`src/design/assert_macros.svh`:
```
// Assertion macros for the RTL files.
`ifndef ASSERT_MACROS_SVH
`define ASSERT_MACROS_SVH

// Concurrent check on clk, quiet while rst is high.
`define ASSERT_CLK(label, prop, msg) \
  label: assert property (@(posedge clk) disable iff (rst) prop) else $error(msg);

// Implication checked on clk, quiet while rst is high.
`define ASSERT_IMPL(label, ante, cons, msg) \
  label: assert property (@(posedge clk) disable iff (rst) (ante) |=> (cons)) else $error(msg);

`endif

```
`src/design/bphq_pkg.sv`:
```
// Types and constants of the button press and hold qualifier.
`default_nettype none

package bphq_pkg;

  localparam int TIMER_BITS = 16;
  localparam int CFG_BITS   = 16;
  localparam int CMP_BITS   = ((TIMER_BITS > CFG_BITS) ? TIMER_BITS : CFG_BITS) + 1;

  localparam logic [CFG_BITS-1:0] DEBOUNCE_RESET   = CFG_BITS'(5);
  localparam logic [CFG_BITS-1:0] LONG_PRESS_RESET = CFG_BITS'(200);

  // register word index, taken from paddr[2]
  localparam logic REG_DEBOUNCE   = 1'b0;
  localparam logic REG_LONG_PRESS = 1'b1;

  typedef enum logic [2:0] {
    PH_IDLE       = 3'd0,
    PH_DEBOUNCING = 3'd1,
    PH_PRESSED    = 3'd2,
    PH_HELD       = 3'd3,
    PH_DOWN       = 3'd4,
    PH_RELEASED   = 3'd5
  } phase_t;

  typedef struct packed {
    logic [CFG_BITS-1:0] debounce_ticks;
    logic [CFG_BITS-1:0] long_press_ticks;
  } cfg_t;

endpackage

`default_nettype wire

```
`src/design/button_press_hold_qualifier.sv`:
```
// Top level of the button press and hold qualifier.
`default_nettype none
`include "assert_macros.svh"

// Each input transaction is one timer tick carrying the sampled button level; each
// tick yields exactly one result transaction with the updated phase and one-tick
// released/held event flags. Results appear in the cycle after acceptance, and a new
// tick is taken every cycle: the phase and timer update is a single compare and
// increment between the state registers and the result register, and the input
// side stays ready while the result register is empty or being drained. Debounce
// and long-press limits (in ticks) are set over APB at addresses 0x0 and 0x4;
// they should be written only while no tick is in flight.
module button_press_hold_qualifier (
  input  wire logic        clk,
  input  wire logic        rst,
  input  wire logic        s_tvalid,
  output logic             s_tready,
  input  wire logic [7:0]  s_tdata,   // [0] button_level, [7:1] zero
  output logic             m_tvalid,
  input  wire logic        m_tready,
  output logic      [7:0]  m_tdata,   // [2:0] button_phase, [3] release_event,
                                      // [4] hold_event, [7:5] zero
  input  wire logic        psel,
  input  wire logic        penable,
  input  wire logic        pwrite,
  input  wire logic [2:0]  paddr,
  input  wire logic [31:0] pwdata,
  output logic      [31:0] prdata,
  output logic             pready
);
  import bphq_pkg::*;

  cfg_t                  cfg;
  phase_t                phase;
  phase_t                phase_next;
  logic [TIMER_BITS-1:0] tick_timer;
  logic [TIMER_BITS-1:0] tick_timer_next;
  logic                  s_accept;
  phase_t                out_phase;

  bphq_cfg u_cfg (
    .clk     (clk),
    .rst     (rst),
    .psel    (psel),
    .penable (penable),
    .pwrite  (pwrite),
    .paddr   (paddr),
    .pwdata  (pwdata),
    .prdata  (prdata),
    .pready  (pready),
    .cfg     (cfg)
  );

  bphq_step u_step (
    .phase           (phase),
    .tick_timer      (tick_timer),
    .button_level    (s_tdata[0]),
    .cfg             (cfg),
    .phase_next      (phase_next),
    .tick_timer_next (tick_timer_next)
  );

  assign s_tready = !m_tvalid || m_tready;
  assign s_accept = s_tvalid && s_tready;

  always_ff @(posedge clk) begin
    if (rst) begin
      phase      <= PH_IDLE;
      tick_timer <= '0;
      m_tvalid   <= 1'b0;
    end else begin
      if (s_accept) begin
        phase      <= phase_next;
        tick_timer <= tick_timer_next;
        m_tvalid   <= 1'b1;
      end else if (m_tready) begin
        m_tvalid   <= 1'b0;
      end
    end
  end

  // result payload, no reset needed
  always_ff @(posedge clk) begin
    if (s_accept) begin
      out_phase <= phase_next;
    end
  end

  assign m_tdata = {3'b000, out_phase == PH_HELD, out_phase == PH_RELEASED, out_phase};

  // state moves only on an accepted tick
  `ASSERT_IMPL(a_state_holds, !s_accept, $stable(phase) && $stable(tick_timer), "state changed without a tick")
  // a held phase always leaves for down or idle on the next tick
  `ASSERT_IMPL(a_held_exit, s_accept && phase == PH_HELD, phase == PH_DOWN || phase == PH_IDLE, "bad exit from held")
  // input side only stalls behind a pending result
  `ASSERT_CLK(a_stall_cause, !s_tready |-> m_tvalid, "input stalled with empty result register")
  // result register reflects the state after the last accepted tick
  `ASSERT_IMPL(a_result_match, s_accept, out_phase == phase, "result phase differs from state")

endmodule

`default_nettype wire

```
`src/design/bphq_cfg.sv`:
```
// Configuration register file behind the APB port.
`default_nettype none

module bphq_cfg (
  input  wire logic             clk,
  input  wire logic             rst,
  input  wire logic             psel,
  input  wire logic             penable,
  input  wire logic             pwrite,
  input  wire logic [2:0]       paddr,
  input  wire logic [31:0]      pwdata,
  output logic      [31:0]      prdata,
  output logic                  pready,
  output bphq_pkg::cfg_t        cfg
);
  import bphq_pkg::*;

  logic wr_en;

  assign pready = 1'b1;
  assign wr_en  = psel && penable && pwrite && pready;

  always_ff @(posedge clk) begin
    if (rst) begin
      cfg.debounce_ticks   <= DEBOUNCE_RESET;
      cfg.long_press_ticks <= LONG_PRESS_RESET;
    end else if (wr_en) begin
      unique case (paddr[2])
        REG_DEBOUNCE:   cfg.debounce_ticks   <= pwdata[CFG_BITS-1:0];
        REG_LONG_PRESS: cfg.long_press_ticks <= pwdata[CFG_BITS-1:0];
        default: ;
      endcase
    end
  end

  always_comb begin
    unique case (paddr[2])
      REG_DEBOUNCE:   prdata = 32'(cfg.debounce_ticks);
      REG_LONG_PRESS: prdata = 32'(cfg.long_press_ticks);
      default:        prdata = '0;
    endcase
  end

endmodule

`default_nettype wire

```
`src/design/bphq_step.sv`:
```
// Next phase and tick timer for one tick.
`default_nettype none

module bphq_step (
  input  wire bphq_pkg::phase_t                  phase,
  input  wire logic [bphq_pkg::TIMER_BITS-1:0]   tick_timer,
  input  wire logic                              button_level,
  input  wire bphq_pkg::cfg_t                    cfg,
  output bphq_pkg::phase_t                       phase_next,
  output logic [bphq_pkg::TIMER_BITS-1:0]        tick_timer_next
);
  import bphq_pkg::*;

  logic [TIMER_BITS-1:0] bumped;
  logic                  debounce_done;
  logic                  long_reached;

  // timer saturates at all ones
  assign bumped = (&tick_timer) ? tick_timer : tick_timer + TIMER_BITS'(1);

  assign debounce_done = CMP_BITS'(bumped) >= CMP_BITS'(cfg.debounce_ticks);
  assign long_reached  = CMP_BITS'(tick_timer) >= CMP_BITS'(cfg.long_press_ticks);

  always_comb begin
    phase_next      = phase;
    tick_timer_next = tick_timer;
    unique case (phase)
      PH_IDLE: begin
        if (button_level) begin
          phase_next      = PH_DEBOUNCING;
          tick_timer_next = '0;
        end
      end
      PH_DEBOUNCING: begin
        if (debounce_done) begin
          phase_next      = PH_PRESSED;
          tick_timer_next = '0;
        end else begin
          tick_timer_next = bumped;
        end
      end
      PH_PRESSED, PH_DOWN: begin
        if (!button_level) begin
          phase_next = (phase == PH_PRESSED) ? PH_RELEASED : PH_IDLE;
        end else if (long_reached) begin
          phase_next = PH_HELD;
        end else begin
          tick_timer_next = bumped;
        end
      end
      PH_HELD: begin
        if (!button_level) begin
          phase_next = PH_IDLE;
        end else begin
          phase_next      = PH_DOWN;
          tick_timer_next = '0;
        end
      end
      PH_RELEASED: phase_next = PH_IDLE;
      default:     phase_next = PH_IDLE;
    endcase
  end

endmodule

`default_nettype wire

```
`config.mk`:
```
export PLATFORM = sky130hd
export DESIGN_NAME = button_press_hold_qualifier
export DESIGN_NICKNAME = d
export VERILOG_FILES = /design/src/design/bphq_pkg.sv /design/src/design/button_press_hold_qualifier.sv /design/src/design/bphq_cfg.sv /design/src/design/bphq_step.sv
export VERILOG_INCLUDE_DIRS = /design/src /design/src/design
export SDC_FILE = /design/constraint.sdc
export NUM_CORES = 1
export LEC_CHECK = 0
export BUFFER_PORTS_ARGS = -buffer_cell sky130_fd_sc_hd__buf_2
export CAP_MARGIN = 20
export CORE_UTILIZATION = 49
export DETAILED_ROUTE_END_ITERATION = 6
export PLACE_DENSITY = 0.74
export SETUP_SLACK_MARGIN = 0.1
export SYNTH_ARGS = -nofsm -noshare
export SYNTH_HDL_FRONTEND = slang
export SYNTH_SLANG_ARGS = --single-unit
```
`constraint.sdc`:
```
create_clock -name clk -period 3.3 [get_ports clk]
set_input_delay 0.165 -clock clk [delete_from_list [all_inputs] [get_ports clk]]
set_output_delay 0.165 -clock clk [all_outputs]
set_load 0.01 [all_outputs]
```
---- Word-level counts from Yosys, hierarchy flattened ----
Index checks and enable logic that the tools add are counted.
storage, ports and cells
  word-level logic and storage cells ...... 49
  flip-flop bits (word level) ............. 55
operators by class
  add/sub/neg operators ................... 1
  bitwise logic cells ..................... 1
  reduce and logical (&&, ||, !) cells .... 14
  equal/unequal tests ..................... 9
  mux-type cells .......................... 16
  magnitude comparators ................... 2
operators by type and width
  cell                                            count
  two-way mux 16 bit                              5
  one-hot mux 32 bit (2 select lines)             1
  one-hot mux 16 bit (3 select lines)             1
  >= comparator 16 bit                            2
  two-way mux 3 bit                               6
  adder 16 x 1 -> 16 bit (second input constant)  1
  AND reduction 16 bit                            1
  one-hot mux 3 bit (4 select lines)              1
  == test 3 x 2 -> 1 bit (second input constant)  3
  == test 3 bit (second input constant)           2
  AND reduction 5 bit                             1
  != test 2 bit (second input constant)           2
  AND reduction 2 bit                             2
  OR reduction 2 bit                              2
  == test 3 x 1 -> 1 bit (second input constant)  1
  logical AND 1 bit                               3
  logical NOT 3 bit                               1
  nonzero test 3 bit                              1
  two-way mux 1 bit                               2
  != test 2 x 1 -> 1 bit (second input constant)  1
  nonzero test 2 bit                              1
  logical NOT 1 bit                               1
  logical OR 1 bit                                1
  NOT 1 bit                                       1

---- Longest topological paths before layout ----
Gate-level depths: netlist (run 1).
  depth after elaboration ................. 5
  gate-level depth with buffers ........... 16
  mapped depth without buffers ............ 14

---- Hierarchy ----
Synthesis (run 1) repeated with hierarchy kept, for this count alone.
unflattened totals
  cell total of the unflattened synthesis .. 483
  area, all modules ....................... 4344.2 µm²
by module, submodules not included
  module                       area an instance (µm²)  sequential area each (µm²)  cells an instance  times used
  bphq_cfg                     1709.1                  640.6                       165                1
  bphq_step                    1560.2                  0.0                         215                1
  button_press_hold_qualifier  1074.8                  490.5                       103                1

---- Worst setup path before layout (run 1) ----
No wires, ideal clock.
  path kind ............................... flip-flop to flip-flop
  start ................................... register tick_timer[0]
  end ..................................... register tick_timer[5]
  library setup time ...................... 0.073 ns
  setup slack ............................. -0.086 ns
  arrival ................................. 3.313 ns
  clock period less this slack ............ 3.386 ns
  stages on the path, launching flop included .. 16
  path through ............................ dfxtp_1 -> ha_1 -> and3_1 -> clkbuf_1 -> a21oi_1 -> nand2_1 -> or2_2 -> nand2_1 -> ha_1 -> a211o_1 -> a2111oi_0 -> o21ai_1 -> o22ai_4 -> buf_2 -> nand4_1 -> o211ai_2
on the way
  word-level cells in the longest chain between the ends .. 5
  elaborated cells on any way between the ends .. 11
  those cells by class .................... 1 x add/sub; 2 x order compare; 1 x eq/ne; 5 x mux; 2 x reduce/logical
RTL lines
  what                                                            line                               source
  from (decl)                                                     button_press_hold_qualifier.sv:36  logic [TIMER_BITS-1:0] tick_timer;
  from (signal assigned)                                          button_press_hold_qualifier.sv:74  tick_timer <= tick_timer_next;
  adder 16 x 1 -> 16 bit or AND reduction 16 bit (tied branches)  bphq_step.sv:19                    assign bumped = (&tick_timer) ? tick_timer : tick_timer + TIMER_BITS'(1);
  two-way mux 16 bit                                              bphq_step.sv:19
  >= comparator 16 bit or two-way mux 16 bit (tied branches)      bphq_step.sv:21, bphq_step.sv:45
  two-way mux 16 bit, on equally long branches                    bphq_step.sv:35, bphq_step.sv:43
  one-hot mux 16 bit (3 select lines)                             bphq_step.sv:27                    unique case (phase)
Parallel ways exist; a longest one is shown, timed or not. The select of a mux whose other input is x is not followed.
A chain may end at the register's enable or synchronous reset.

---- Worst setup path after layout (run 1) ----
  start ................................... register tick_timer[1]
  end ..................................... register tick_timer[8]
Same word-level chain as after synthesis.

==> results of run 1 <==
==> what timing repair did <==
action                                  in CTS  in global routing
setup buffers                                5                  3
pin swaps                                   21                 23
endpoints found under the setup margin      18                 19
gates resized for setup                     38                 25
==> state kept, by name (all words and copies together), names as in the netlist <==
register,count
u_cfg.cfg,32
tick_timer,16
out_phase,3
phase,3
m_tvalid,1
==> kinds of logic (layout without fill, tap and decap cells) <==
kind of cell | Yosys count | in the layout
other | 2 | 20
muxes | 5 | 5
and+or+nand+nor | 193 | 193
AOI/OAI and AO/OA | 116 | 116
xor gates and xnor gates | 7 | 7
adders and majority gates | 33 | 33
buffers and inverters | 81 | 150
DFF | 55 | 55
==> worst max-delay path, delay by kind of cell, from the launching register on <==
kind | cells | cell delay (ns)
AOI/OAI and AO/OA | 5 | 1.17
and+or+nand+nor | 4 | 0.79
DFF | 1 | 0.36
adders and majority gates | 2 | 0.35
buffers and inverters | 2 | 0.30
xor gates and xnor gates | 1 | 0.16
==> routing by layer <==
| metal | up-vias | track usage (%) |
|---|---|---|
| li1 | 1827 | - |
| met2 | 129 | 48.2 |
| met5 | - | 0 |
| met4 | 0 | 11.5 |
| met1 | 1783 | 30.7 |
| met3 | 24 | 3.69 |
==> stage by stage <==
stage	TNS, ns	utilization, %	cells
2_1_floorplan	0	-	510
6_report	0	64.4	678
3_5_place_dp	-1.38	58.4	661
5_1_grt	-0.121	64.4	678
3_3_place_gp	-0.582	58.4	661
4_1_cts	0	62.4	674
==> area by class of cell <==
cell class	count	area share, %
Inverter	40	3.20
Multi-Input combinational cell	374	54.0
Tap cell	99	2.64
Clock inverter	2	0.240
Timing Repair Buffer	102	14.0
Sequential cell	55	24.4
Clock buffer	6	1.54
==> how the worst max path moves through the flow <==
stage	start	end	slack, ns	depth (start not counted)
detailed placement	tick_timer[0]	tick_timer[11]	-0.13	14
global route	tick_timer[1]	tick_timer[8]	-0.06	14
finish	tick_timer[1]	tick_timer[8]	0.09	14
CTS	tick_timer[2]	tick_timer[11]	0.10	14
floorplan	tick_timer[0]	tick_timer[5]	0.11	15
global placement	tick_timer[0]	tick_timer[4]	-0.07	15
==> power breakdown <==
group / leakage, nW / total, W / switching [W] / internal, W
Combinational: 1.61 / 0.000232 / 0.000143 / 0.0000893
Clock: 0.0455 / 0.000378 / 0.000228 / 0.000150
Sequential: 0.457 / 0.000703 / 0.0000154 / 0.000687
==> cell usage in the layout (no fill, tap or decap), types with 3 or more instances in the layout <==
master	Yosys	final
a211o_1	3	3
a21o_1	4	4
a21oi_1	43	41
a22oi_1	3	3
a31oi_1	5	5
and3_1	7	5
and4_1	4	4
buf_2	3	47
buf_4	21	52
buf_6	2	3
clkbuf_8	0	5
conb_1	2	20
dfxtp_1	52	40
dfxtp_2	0	12
edfxtp_1	3	3
ha_1	33	29
ha_4	0	3
inv_1	40	40
mux2_2	4	3
nand2_1	109	103
nand2_2	0	4
nand2b_1	6	5
nand3_1	16	12
nand3_4	1	4
nand4_1	9	9
nor2_1	23	21
nor3_1	4	3
o211ai_1	7	7
o211ai_2	3	3
o21ai_0	27	23
o21ai_1	1	4
xnor2_1	4	3
==> impl_metrics.tcl, run 1 <==
set metrics [dict create \
    ir_drop_mv 0.233 \
    min_to "u_cfg.cfg[16]" \
    tightest_slew_ns 0.785 \
    synth_area_per_cell_um2 7.59 \
    start_kind "register" \
    cts_tree "done" \
    wirelength_um 10100 \
    m1WireLength_um 4170 \
    synth_fa_ha_area_share_pct 11.1 \
    fin_nets 661 \
    drive_gt1_share_pct 29.2 \
    reg2reg_to "tick_timer[8]" \
    synth_common_cells "nand2_1 (109), dfxtp_1 (52), a21oi_1 (43)" \
    synth_area_leaders "dfxtp_1 (28%), ha_1 (11%), nand2_1 (11%)" \
    worst_slack_ns 0.0857 \
    worstSkewPairLatency_ns 0.31 \
    synthSimpleGateAreaFrac_pct 24.2 \
    yosysWarningCount 0 \
    grt_pass1_wl_um 16400 \
    antenna_found_initial 0 \
    power_density_mw_per_mm2 279 \
    synthMostInstantiatedCell "nand2_1" \
    power.total_w 0.00131 \
    drt_iter0_markers 214 \
    synthMuxAreaShare_pct 1.47 \
    syn_inst 492 \
    multi_input_area_mm2 0.00253 \
    pre_cts_ws_ns -0.127 \
    holdPathStages 3 \
    grt_overflow 0 \
    leakagePower_nw 2.11 \
    cp.arrival_ns 3.44 \
    cpPeakStageDelay_ns 0.36 \
    yosysTopAreaCell "dfxtp_1" \
    initial_core_util_pct 51.2 \
    route.vias.total 3763 \
    r2r_cells 14 \
    ys_async_sr_fraction_pct 0 \
    endpoint_kind "register" \
    synth_top_family_by_area "simple AND/OR/NAND/NOR gates" \
    gp_congestion 0.857 \
    fmax_mhz 311 \
    grt_start_max_net_pins 35 \
    critPathSlowestCell "dfxtp_2" \
    routed-wl-met3_um 433 \
    ys_ff_latch 55 \
    drtAntennaViolNets 0 \
    diodes 0 \
    register_area_mm2 0.00115 \
    dieArea_mm2 0.00798 \
    crit_chain "ha_2 > buf_4 > nand3_1 > nor2_2 > nand3_1 > xnor2_1 > ha_1 > a21o_1 > a2111oi_4 > buf_4 > o21ai_4 > o22ai_4 > nand3_4 > o31ai_2" \
    slew_violations 0 \
    relSlewSlack_pct 47.4 \
    clk_pin_slew_worst_paths_ns 0.10 \
    syn_to_final_growth_pct 25.8 \
    min_period_over_period_pct 97.4 \
    syn_area_mm2 0.00373 \
    met2_length_um 5160 \
    core-area_mm2 0.00729 \
    synth_compound_area_share_pct 20.4 \
    dpl_cell_area_mm2 0.00426 \
    status "complete, no violations" \
    die-height_um 89.3 \
    hold_viol_final 0 \
    worstHoldStart "pwdata[0]" \
    die_x_um 89.3 \
    cts_buffers 5 \
    reg2reg_from "tick_timer[1]" \
    root_buffer "clkbuf_8" \
    finalCriticalPeriod_ns 3.21 \
    synth_top_area_share_pct 27.9 \
    synth_xor_area_share_pct 1.64 \
    ys_seq_area_share_pct 30.3 \
    drc_errors 0 \
    crit_required_ns 3.52 \
    crit_path_max_fanout 8 \
    row_count 31 \
    grt_pass1_vias 3640 \
    maxCapViolations 0 \
    fillCellCount 635 \
    clk_path_buf_depth 2 \
    post-dp-hpwl_um 7110 \
    skew_ns 0.00572 \
    highest_layer "met4" \
    min_path_type "in -> reg" \
    wl_per_cell_um 14.9 \
    synth_edf_count 3 \
    ctsHoldBuffers 0 \
    drt_first_pass_iters 4 \
    setup_viol 0 \
    io_buffers 47 \
    ios 93 \
    viasPerCell 5.55 \
    path_class "reg -> reg" \
    final_area_mm2 0.00470 \
    synth_flop_cell "dfxtp_1" \
    clock_sinks 55 \
    synth_cell_types 55 \
    grt_usage_pct 26.4 \
    cts-htree-levels 2 \
    r2r_setup_slack_ns 0.09 \
    rsz0062_at_grt "true" \
    holdWs_ns 0.0875 \
]
(Power assumes the default switching activity.)
==> run 2: changes to the inputs <==
RECOVER_POWER = 100   (was default)
SLEW_MARGIN = 40   (was default)
==> impl_metrics.tcl, run 2 (synthesis results as in run 1) <==
set metrics [dict create \
    gp_congestion 0.857 \
    post-dp-hpwl_um 7080 \
    grt_overflow 0 \
    grt_pass1_vias 3568 \
    tightest_slew_ns 1.30 \
    min_period_over_period_pct 99.6 \
    viasPerCell 5.51 \
    cpPeakStageDelay_ns 0.38 \
    crit_chain "nand3_4 > nor4_4 > buf_4 > a21oi_4 > and4_1 > xor2_1 > ha_1 > a21oi_2 > o211ai_1 > a221oi_2 > o21ai_4 > o22ai_4 > nand3_4 > o31ai_2" \
    critical-path-top-delay-family "compound AO/OA/AOI/OAI gates" \
    leakagePower_nw 2.04 \
    top_usage_layer "met2" \
    route.vias.total 3750 \
    grt.met1_usage_pct 30.2 \
    endpoint_kind "register" \
    ir_drop_mv 0.190 \
    reg_top3 "u_cfg.cfg: 32 flops, tick_timer: 16 flops" \
    core-area_mm2 0.00729 \
    holdWs_ns 0.0825 \
    antenna_found_initial 0 \
    mostFrequentLayoutCell "nand2_1" \
    worstSkewPairLatency_ns 0.31 \
    ctsHoldBuffers 0 \
    power_density_mw_per_mm2 279 \
    fin_cells 680 \
    min_path_type "in -> reg" \
    drc_errors 0 \
    die-height_um 89.3 \
    drt_first_pass_iters 5 \
    cp_num_buf_inv 1 \
    relSlewSlack_pct 13.4 \
    start_kind "register" \
    ios 93 \
    global_route.usage.met2_pct 50.0 \
    r2r_setup_slack_ns 0.01 \
    fmax_mhz 304 \
    dpl_cell_area_mm2 0.00426 \
    row_count 31 \
    utilization_pct 64.7 \
    maxCapViolations 0 \
    grt_usage_pct 26.4 \
    final_cell_mix "nand2_1 (101), buf_4 (52), a21oi_1 (41)" \
    wl_per_cell_um 15.2 \
    root_buffer "clkbuf_8" \
    path_class "reg -> reg" \
    fillCellCount 646 \
    initial_core_util_pct 51.2 \
    diodes 0 \
    crit_top_cell "nand3_4" \
    final_area_mm2 0.00472 \
    fin_nets 663 \
    io_buffers 47 \
    die_x_um 89.3 \
    status "complete, no violations" \
    clk_pin_slew_worst_paths_ns 0.10 \
    cts_buffers 5 \
    hold_viol_final 0 \
    dieArea_mm2 0.00798 \
    largest_register_ffs 32 \
    grtUsageMet3_pct 3.51 \
    rsz0062_at_grt "true" \
    grt_start_max_net_pins 35 \
    cts_tree "done" \
    drive_gt1_share_pct 26.7 \
    wirelength_um 10300 \
    crit_required_ns 3.53 \
    crit_path_max_fanout 8 \
    clock_sinks 55 \
    critPathSlowestCell "dfxtp_2" \
    regMostFlops "u_cfg.cfg" \
    skew_ns 0.00660 \
    cts-htree-levels 2 \
    slew_violations 0 \
    cp.arrival_ns 3.52 \
    clk_path_buf_depth 2 \
    drt_iter0_markers 178 \
    drtAntennaViolNets 0 \
    grt_pass1_wl_um 16200 \
    setup_viol 0 \
    finalCriticalPeriod_ns 3.29 \
    syn_to_final_growth_pct 26.4 \
    placed_cells 661 \
]
==> run 2: changes by cell type in the layout (fill, tap and decap cells not counted), sizes merged <==
cell | previous run | this run
clkbuf | 6 | 31
buf | 102 | 79
==> run 2: final timing paths <==
path,cells after the start,to,from
hold reg to reg,2,u_cfg.cfg[30],u_cfg.cfg[30]
setup reg to reg,14,tick_timer[8],tick_timer[6]
setup / recovery,14,tick_timer[8],tick_timer[6]
hold / removal,3,u_cfg.cfg[16],pwdata[0]
==> run 2: what timing repair did <==
action	4_1_cts	5_1_grt
gates resized for setup	46	29
buffers inserted	6	5
pin swaps	22	21
hold endpoints to repair	0	0
setup endpoints to repair	19	19
==> run 2: tightest hold or removal path, stage by stage <==
cell     delay (ns)
buf_2          0.09
nand2_1        0.04
nand3_1        0.06
==> run 2: stage by stage <==
stage / power (W) / setup WS [ns] / setup TNS, ns
floorplan: 0.000878 / 0.108 / 0
finish: 0.00132 / 0.0122 / 0
global placement: 0.000922 / -0.0706 / -0.582
detailed placement: 0.000929 / -0.174 / -2.04
CTS: 0.00131 / 0.0810 / 0
global route: 0.00138 / -0.121 / -0.929
==> run 2: cell type report <==
| cell class | count | area (um2) | area share [%] |
|---|---|---|---|
| multi-input cells | 374 | 2570 | 54.5 |
| flip-flops and latches | 55 | 1150 | 24.3 |
| repair buffers | 104 | 644 | 13.6 |
| inverters | 40 | 150 | 3.18 |
| well taps | 99 | 124 | 2.62 |
| clock buffers | 6 | 72.6 | 1.54 |
| clock inverters | 2 | 11.3 | 0.239 |
==> run 2: power breakdown <==
group | leakage, nW | internal [W] | switching, W
Clock | 0.0455 | 0.000150 | 0.000234
Sequential | 0.458 | 0.000687 | 0.0000155
Combinational | 1.54 | 0.0000864 | 0.000144
==> run 2: per-layer routing <==
metal  vias to the layer above  wire length [um]  share of wire, %
met3                        21               480               4.6
met5                         -                 0                 0
met2                       122              5380                52
met1                      1778              4230                41
met4                         0               234               2.3
li1                       1829                 -                 -
